`config.mk`:
```
export PLATFORM = sky130hd
export DESIGN_NAME = hourly_wakeup_scheduler_core
export DESIGN_NICKNAME = d
export VERILOG_FILES = /design/src/hdl/hws_pkg.sv /design/src/hdl/hws_div.sv /design/src/hdl/hourly_wakeup_scheduler_core.sv
export SDC_FILE = /design/constraint.sdc
export NUM_CORES = 1
export LEC_CHECK = 0
export BUFFER_PORTS_ARGS = -buffer_cell sky130_fd_sc_hd__buf_4
export CORE_MARGIN = 4
export CORE_UTILIZATION = 55
export CTS_CLUSTER_SIZE = 30
export DETAILED_ROUTE_END_ITERATION = 16
export PLACE_DENSITY = 0.72
export SYNTH_ARGS = -nofsm -noshare
export SYNTH_HDL_FRONTEND = slang
export SYNTH_SLANG_ARGS = --single-unit
```
`constraint.sdc`:
```
create_clock -name clk -period 7.7 [get_ports clk]
set_input_delay 1.155 -clock clk [delete_from_list [all_inputs] [get_ports clk]]
set_output_delay 1.155 -clock clk [all_outputs]
set_load 0.02 [all_outputs]
```
`src/hdl/hws_pkg.sv`:
```
package hws_pkg;

  localparam int HOURS_PER_DAY = 24;
  localparam int HOUR_W        = 5;
  localparam int CNT_W         = 8;
  localparam int SLEEP_W       = 17;
  localparam int DIV_W         = 12;
  localparam int DIV_CNT_W     = $clog2(DIV_W);

  typedef logic [DIV_W-1:0]   div_word_t;
  typedef logic [HOUR_W-1:0]  hour_t;
  typedef logic [CNT_W-1:0]   count_t;
  typedef logic [SLEEP_W-1:0] sleep_t;

  localparam div_word_t SECS_PER_HOUR = DIV_W'(3600);
  localparam div_word_t LAST_SECOND   = DIV_W'(3599);

endpackage

```
`src/hdl/hws_div.sv`:
```
module hws_div (
  input  logic              clk,
  input  logic              rst,
  input  logic              start,
  input  hws_pkg::div_word_t dividend,
  input  hws_pkg::div_word_t divisor,
  output logic              done,
  output hws_pkg::div_word_t quotient,
  output hws_pkg::div_word_t remainder
);
  import hws_pkg::*;

  logic                 run;
  logic [DIV_CNT_W-1:0] cnt;
  div_word_t            acc;
  div_word_t            quo;
  div_word_t            dvs;
  logic [DIV_W:0]       trial;
  logic [DIV_W:0]       diff;
  logic                 ge;
  div_word_t            acc_next;
  div_word_t            quo_next;

  // one restoring step per cycle
  always_comb begin
    trial    = {acc, quo[DIV_W-1]};
    ge       = trial >= {1'b0, dvs};
    diff     = trial - {1'b0, dvs};
    acc_next = ge ? diff[DIV_W-1:0] : trial[DIV_W-1:0];
    quo_next = {quo[DIV_W-2:0], ge};
  end

  always_ff @(posedge clk) begin
    if (rst) begin
      run  <= 1'b0;
      done <= 1'b0;
      cnt  <= '0;
    end else begin
      done <= 1'b0;
      if (start) begin
        acc <= '0;
        quo <= dividend;
        dvs <= divisor;
        cnt <= '0;
        run <= 1'b1;
      end else if (run) begin
        acc <= acc_next;
        quo <= quo_next;
        if (cnt == DIV_CNT_W'(DIV_W - 1)) begin
          run  <= 1'b0;
          done <= 1'b1;
        end else begin
          cnt <= cnt + 1'b1;
        end
      end
    end
  end

  assign quotient  = quo;
  assign remainder = acc;

endmodule

```
`src/hdl/hourly_wakeup_scheduler_core.sv`:
```
// Hourly wake-up scheduler.
// A transaction is taken at a rising edge with start high and busy low.
// operation 0 writes refresh_count into the entry selected by hour (hours
// 24..31 are ignored); the write lands at that edge, gives no result and
// busy stays low, so a transaction may follow in the next cycle.
// operation 1 is a query: busy rises for the whole computation and the
// answer appears on sleep_seconds / no_refresh with done high for exactly
// one cycle, the same cycle busy falls. The entry of the query hour is read
// first; if it is nonzero, two passes of a shared 12-step restoring divider
// (period, then position modulo period) follow, and if the next period
// boundary falls inside the hour the answer is given. Otherwise a scan of up
// to 24 following hours, one table entry per cycle, finds the next scheduled
// hour. The next transaction can be taken at the edge that ends the
// done cycle. The receiver cannot stall; done is a single-cycle strobe,
// and sleep_seconds / no_refresh hold the result until the next query
// completes.
// Synchronous reset clears the whole table to zero, drops busy and done.
// With an all-zero table a query returns 0 with no_refresh set.
module hourly_wakeup_scheduler_core (
  input  logic                clk,
  input  logic                rst,
  input  logic                start,
  output logic                busy,
  input  logic                operation,
  input  hws_pkg::hour_t      hour,
  input  logic [5:0]          minute,
  input  logic [5:0]          second,
  input  hws_pkg::count_t     refresh_count,
  output logic                done,
  output hws_pkg::sleep_t     sleep_seconds,
  output logic                no_refresh
);
  import hws_pkg::*;

  localparam logic [2:0] ST_IDLE   = 3'd0;
  localparam logic [2:0] ST_LOOKUP = 3'd1;
  localparam logic [2:0] ST_PERIOD = 3'd2;
  localparam logic [2:0] ST_REM    = 3'd3;
  localparam logic [2:0] ST_SCAN   = 3'd4;

  localparam logic OP_WRITE = 1'b0;
  localparam logic OP_QUERY = 1'b1;

  logic [2:0] state;
  count_t     sched [HOURS_PER_DAY];
  hour_t      idx;
  hour_t      step;
  div_word_t  pos;
  div_word_t  period;
  sleep_t     sleep;

  count_t     entry;
  logic       accept;
  div_word_t  raw_pos;
  div_word_t  sat_pos;
  hour_t      query_hour;
  hour_t      idx_next;
  div_word_t  align;
  logic [DIV_W:0] align_end;
  sleep_t     tail;

  logic       div_start;
  logic       div_done;
  div_word_t  div_a;
  div_word_t  div_b;
  div_word_t  div_quot;
  div_word_t  div_rem;

  function automatic hour_t hour_inc(input hour_t h);
    hour_inc = (h == HOUR_W'(HOURS_PER_DAY - 1)) ? '0 : h + 1'b1;
  endfunction

  always_comb begin
    accept     = start && !busy;
    entry      = sched[idx];
    raw_pos    = (DIV_W'(minute) << 6) - (DIV_W'(minute) << 2) + DIV_W'(second);
    sat_pos    = (raw_pos > LAST_SECOND) ? LAST_SECOND : raw_pos;
    query_hour = (hour >= HOUR_W'(HOURS_PER_DAY)) ? hour - HOUR_W'(HOURS_PER_DAY) : hour;
    idx_next   = hour_inc(idx);
    align      = period - div_rem;
    align_end  = {1'b0, pos} + {1'b0, align};
    tail       = SLEEP_W'(SECS_PER_HOUR - pos);
    div_start  = ((state == ST_LOOKUP) && (entry != '0)) ||
                 ((state == ST_PERIOD) && div_done);
    div_a      = (state == ST_LOOKUP) ? SECS_PER_HOUR : pos;
    div_b      = (state == ST_LOOKUP) ? DIV_W'(entry) : div_quot;
  end

  hws_div u_div (
    .clk       (clk),
    .rst       (rst),
    .start     (div_start),
    .dividend  (div_a),
    .divisor   (div_b),
    .done      (div_done),
    .quotient  (div_quot),
    .remainder (div_rem)
  );

  always_ff @(posedge clk) begin
    if (rst) begin
      for (int i = 0; i < HOURS_PER_DAY; i++) begin
        sched[i] <= '0;
      end
    end else if (accept && (operation == OP_WRITE) && (hour < HOUR_W'(HOURS_PER_DAY))) begin
      sched[hour] <= refresh_count;
    end
  end

  always_ff @(posedge clk) begin
    if (rst) begin
      state      <= ST_IDLE;
      busy       <= 1'b0;
      done       <= 1'b0;
      no_refresh <= 1'b0;
    end else begin
      done <= 1'b0;
      case (state)
        ST_IDLE: begin
          if (accept && (operation == OP_QUERY)) begin
            idx   <= query_hour;
            pos   <= sat_pos;
            busy  <= 1'b1;
            state <= ST_LOOKUP;
          end
        end
        ST_LOOKUP: begin
          if (entry != '0) begin
            state <= ST_PERIOD;
          end else begin
            sleep <= tail;
            step  <= '0;
            idx   <= idx_next;
            state <= ST_SCAN;
          end
        end
        ST_PERIOD: begin
          if (div_done) begin
            period <= div_quot;
            state  <= ST_REM;
          end
        end
        ST_REM: begin
          if (div_done) begin
            if (align_end < {1'b0, SECS_PER_HOUR}) begin
              sleep_seconds <= SLEEP_W'(align);
              no_refresh    <= 1'b0;
              done          <= 1'b1;
              busy          <= 1'b0;
              state         <= ST_IDLE;
            end else begin
              sleep <= tail;
              step  <= '0;
              idx   <= idx_next;
              state <= ST_SCAN;
            end
          end
        end
        ST_SCAN: begin
          if (entry != '0) begin
            sleep_seconds <= sleep;
            no_refresh    <= 1'b0;
            done          <= 1'b1;
            busy          <= 1'b0;
            state         <= ST_IDLE;
          end else if (step == HOUR_W'(HOURS_PER_DAY - 1)) begin
            sleep_seconds <= '0;
            no_refresh    <= 1'b1;
            done          <= 1'b1;
            busy          <= 1'b0;
            state         <= ST_IDLE;
          end else begin
            sleep <= sleep + SLEEP_W'(SECS_PER_HOUR);
            step  <= step + 1'b1;
            idx   <= idx_next;
          end
        end
        default: begin
          busy  <= 1'b0;
          state <= ST_IDLE;
        end
      endcase
    end
  end

  // a result only ends a query that was in flight
  a_done_after_busy: assert property (@(posedge clk) disable iff (rst)
    done |-> $past(busy))
    else $error("result without a query in flight");

  // busy is low exactly when the sequencer is idle
  a_busy_state: assert property (@(posedge clk) disable iff (rst)
    busy == (state != ST_IDLE))
    else $error("busy out of step with sequencer");

  // empty table gives zero, otherwise a positive bounded sleep
  a_result_range: assert property (@(posedge clk) disable iff (rst)
    done |-> (no_refresh ? (sleep_seconds == '0)
                         : ((sleep_seconds != '0) && (sleep_seconds <= SLEEP_W'(86400)))))
    else $error("sleep result out of range");

  // the divider is only launched while a query is being worked
  a_div_in_query: assert property (@(posedge clk) disable iff (rst)
    div_start |-> busy)
    else $error("divider started while idle");

endmodule
```
==> results.py <==
metrics = {
    "status": {
        "status": "completed",
    },
    "final_layout": {
        "areaGrowthSynthToFinish_pct": 13.2,
        "nFillCells": 2551,
        "drive_gt1_frac": 0.140,
        "finalNetCount": 1578,
        "n_antenna_cell": 0,
    },
    "timing": {
        "rsz0062_at_grt": "no",
        "fmax_mhz": 187,
        "hold_viol_final": 0,
        "finClkSkew_ps": 23.4,
        "setup_tns_ps": 0,
        "setup_viol": 0,
        "fin_crit_ps": 5360,
        "hold_ws_ps": 468,
        "slew_violations": 0,
        "fin_ws_ps": 2340,
        "relSlewSlack": 0.159,
        "min_period_over_period": 0.696,
        "tightest_slew_ps": 1250,
    },
    "synthesis": {
        "synth_area_sq_mm": 0.0185,
        "synthTopCellsByCount": "edfxtp_1, and2_1, nor2_1",
        "synth.area.top_cells": "edfxtp_1, mux4_2, and2_1",
        "postSynthAreaPerCell_sq_um": 13.3,
        "ys_seq_area_frac": 0.602,
        "synth_top_area_cell": "edfxtp_1",
        "async_reset_ff_frac": 0,
        "ys_warn_count": 0,
        "synth_edf_count": 360,
        "synth_seq_cells": 377,
        "synth.most_common_cell": "edfxtp_1",
        "synthCells": 1389,
        "ys_types": 63,
        "synthFlopType": "edfxtp_1",
        "synth_top_area_frac": 0.583,
    },
    "clocking": {
        "clkTransAtPathRegs_ps": 60,
        "clock-root-buffer": "clkbuf_16",
        "clk_path_buf_depth": 3,
        "h-tree-depth": 2,
        "cts_repair_resize_count": 0,
        "cts_hold_buf": 0,
        "tritoncts": "built",
        "cts_buffers": 40,
        "clock-sinks": 377,
        "cts_setup_buffers": 0,
        "insertion_delay_ps": 530,
    },
    "die": {
        "die_x_um": 192,
        "start_util": 0.564,
        "rows": 66,
        "coreArea_sq_mm": 0.0329,
        "dieArea_sq_mm": 0.0367,
        "ios": 49,
        "dieHeight_um": 192,
    },
    "grt": {
        "grt-ovfl-total": 0,
        "grt_max_degree": 34,
        "antenna_found_initial": 0,
        "grt_pass1_vias": 11400,
        "grt_use_total": 0.224,
        "grt_pass1_wl_um": 63600,
    },
    "detailed_routing": {
        "wl_um": 40500,
        "ant_nets": 0,
        "drc": 0,
        "avgRoutedWirePerCell_um": 20.5,
        "viasPerCell": 5.80,
        "drtIter0Drc": 935,
        "drtPass1Iterations": 5,
        "vias": 11400,
    },
    "placed_design": {
        "io_buffers": 48,
        "routabilityCongestion": 0.849,
        "dp_hpwl_um": 28100,
        "detailedPlace.worstSlack_ps": 2430,
    },
    "power_and_ir_drop": {
        "p_int_mw": 4.78,
        "clkPwrFrac": 0.288,
        "p_per_area_mw_per_mm2": 336,
        "vdd_drop_max_uv": 195,
        "p_seq_frac": 0.395,
        "p_sw_mw": 2.26,
        "p_comb_frac": 0.317,
        "switching_share": 0.321,
        "p_leak_nw": 7.89,
    },
    "setup_path": {
        "critical_path_class": "reg -> reg",
        "worst_setup_path_start_kind": "flip-flop",
        "cp-end-kind": "flip-flop",
        "cp.required_ps": 8110,
        "crit_path_max_fanout": 10,
        "cp.arrival_ps": 5770,
    },
    "flow_run": {
        "drv_cap": 0,
    },
    "worst_hold_path": {
        "hold_class": "reg -> reg",
    },
}
==> cell type report <==
cell class | count | area, sq um | area share
clock buffers | 48 | 1050 | 0.0502
repair buffers | 70 | 526 | 0.0251
inverters | 47 | 176 | 0.00841
well taps | 442 | 553 | 0.0264
multi-input cells | 964 | 7180 | 0.342
flip-flops and latches | 377 | 11200 | 0.532
clock inverters | 24 | 333 | 0.0159
==> layout by cell type (no fill, tap or decap), drive strengths merged, types with 42 or more instances in the layout <==
cell and n:
mux4 60, a21oi 42, buf 70, clkbuf 48, and2 202, mux2i 43, edfxtp 360, nand2 74
conb 64, nor2 80, ha 47, inv 48, o21ai 68
==> path summary, 6_finish.rpt <==
path	from	to	slack, ps	depth (start not counted)
max	period[0]	flip-flop	2340	22
min	u_div.quotient[9]	period[9]	470	0
max reg2reg	period[0]	flip-flop	2340	22
min reg2reg	u_div.quotient[9]	period[9]	470	0
==> power by group through the flow <==
stage,combinational [mW],clock (mW),sequential [mW]
2_1_floorplan,1.76,0,2.68
3_3_place_gp,2.17,0,2.82
3_5_place_dp,2.22,0,2.83
4_1_cts,2.24,2.05,2.79
5_1_grt,2.44,2.14,2.81
6_report,2.24,2.03,2.78
==> critical path, cell delays in order (launching register included) <==
cell and delay, ps:
edfxtp_1 370, inv_1 60, ha_1 130, inv_1 50
fa_1 400, a21o_1 180, a21oi_1 240, o21bai_1 90
a21oi_1 230, o21ai_0 190, a21o_1 210, a21oi_1 170
xnor2_1 110, ha_1 410, nand2_1 70, o21ai_0 190
mux2_2 360, a211o_1 240, nor3_1 210, a31o_2 200
a21oi_1 160, nor4_4 580, mux2_2 400
==> layer usage <==
metal	share of wire	vias to the layer above	global-route usage
li1	-	5346	-
met1	0.41	5671	0.298
met2	0.51	348	0.395
met3	0.050	74	0.0257
met4	0.025	0	0.0569
met5	0	-	0
==> cells by family (layout without fill, tap and decap cells) <==
kind of cell,Yosys count,after routing,share of synthesized area
adders and majority gates,49,49,0.0339
other,1,64,0.000202
AOI/OAI and AO/OA,204,204,0.0710
and+or+nand+nor,480,480,0.140
xor gates and xnor gates,53,53,0.0250
muxes,114,114,0.103
DFF,377,377,0.602
buffers and inverters,111,189,0.0248
==> registers in the layout (all words and copies together) (netlist names), 4 cells and up, named ones only <==
signal and cells:
idx 5, u_div.remainder 12, u_div.cnt 4, sleep 17, step 5, period 12, sleep_seconds 17, sched 256
u_div.dvs 12, pos 12, u_div.quotient 12
==> metrics by stage <==
step	util	area (sq um)	power (mW)	std cells
2_1_floorplan	-	18800	4.43	1452
5_1_grt	0.638	21000	7.40	1972
3_3_place_gp	0.596	19600	4.99	1900
3_5_place_dp	0.596	19600	5.05	1900
6_report	0.638	21000	7.04	1972
4_1_cts	0.638	21000	7.08	1972
Power figures use the tool's default switching activity.
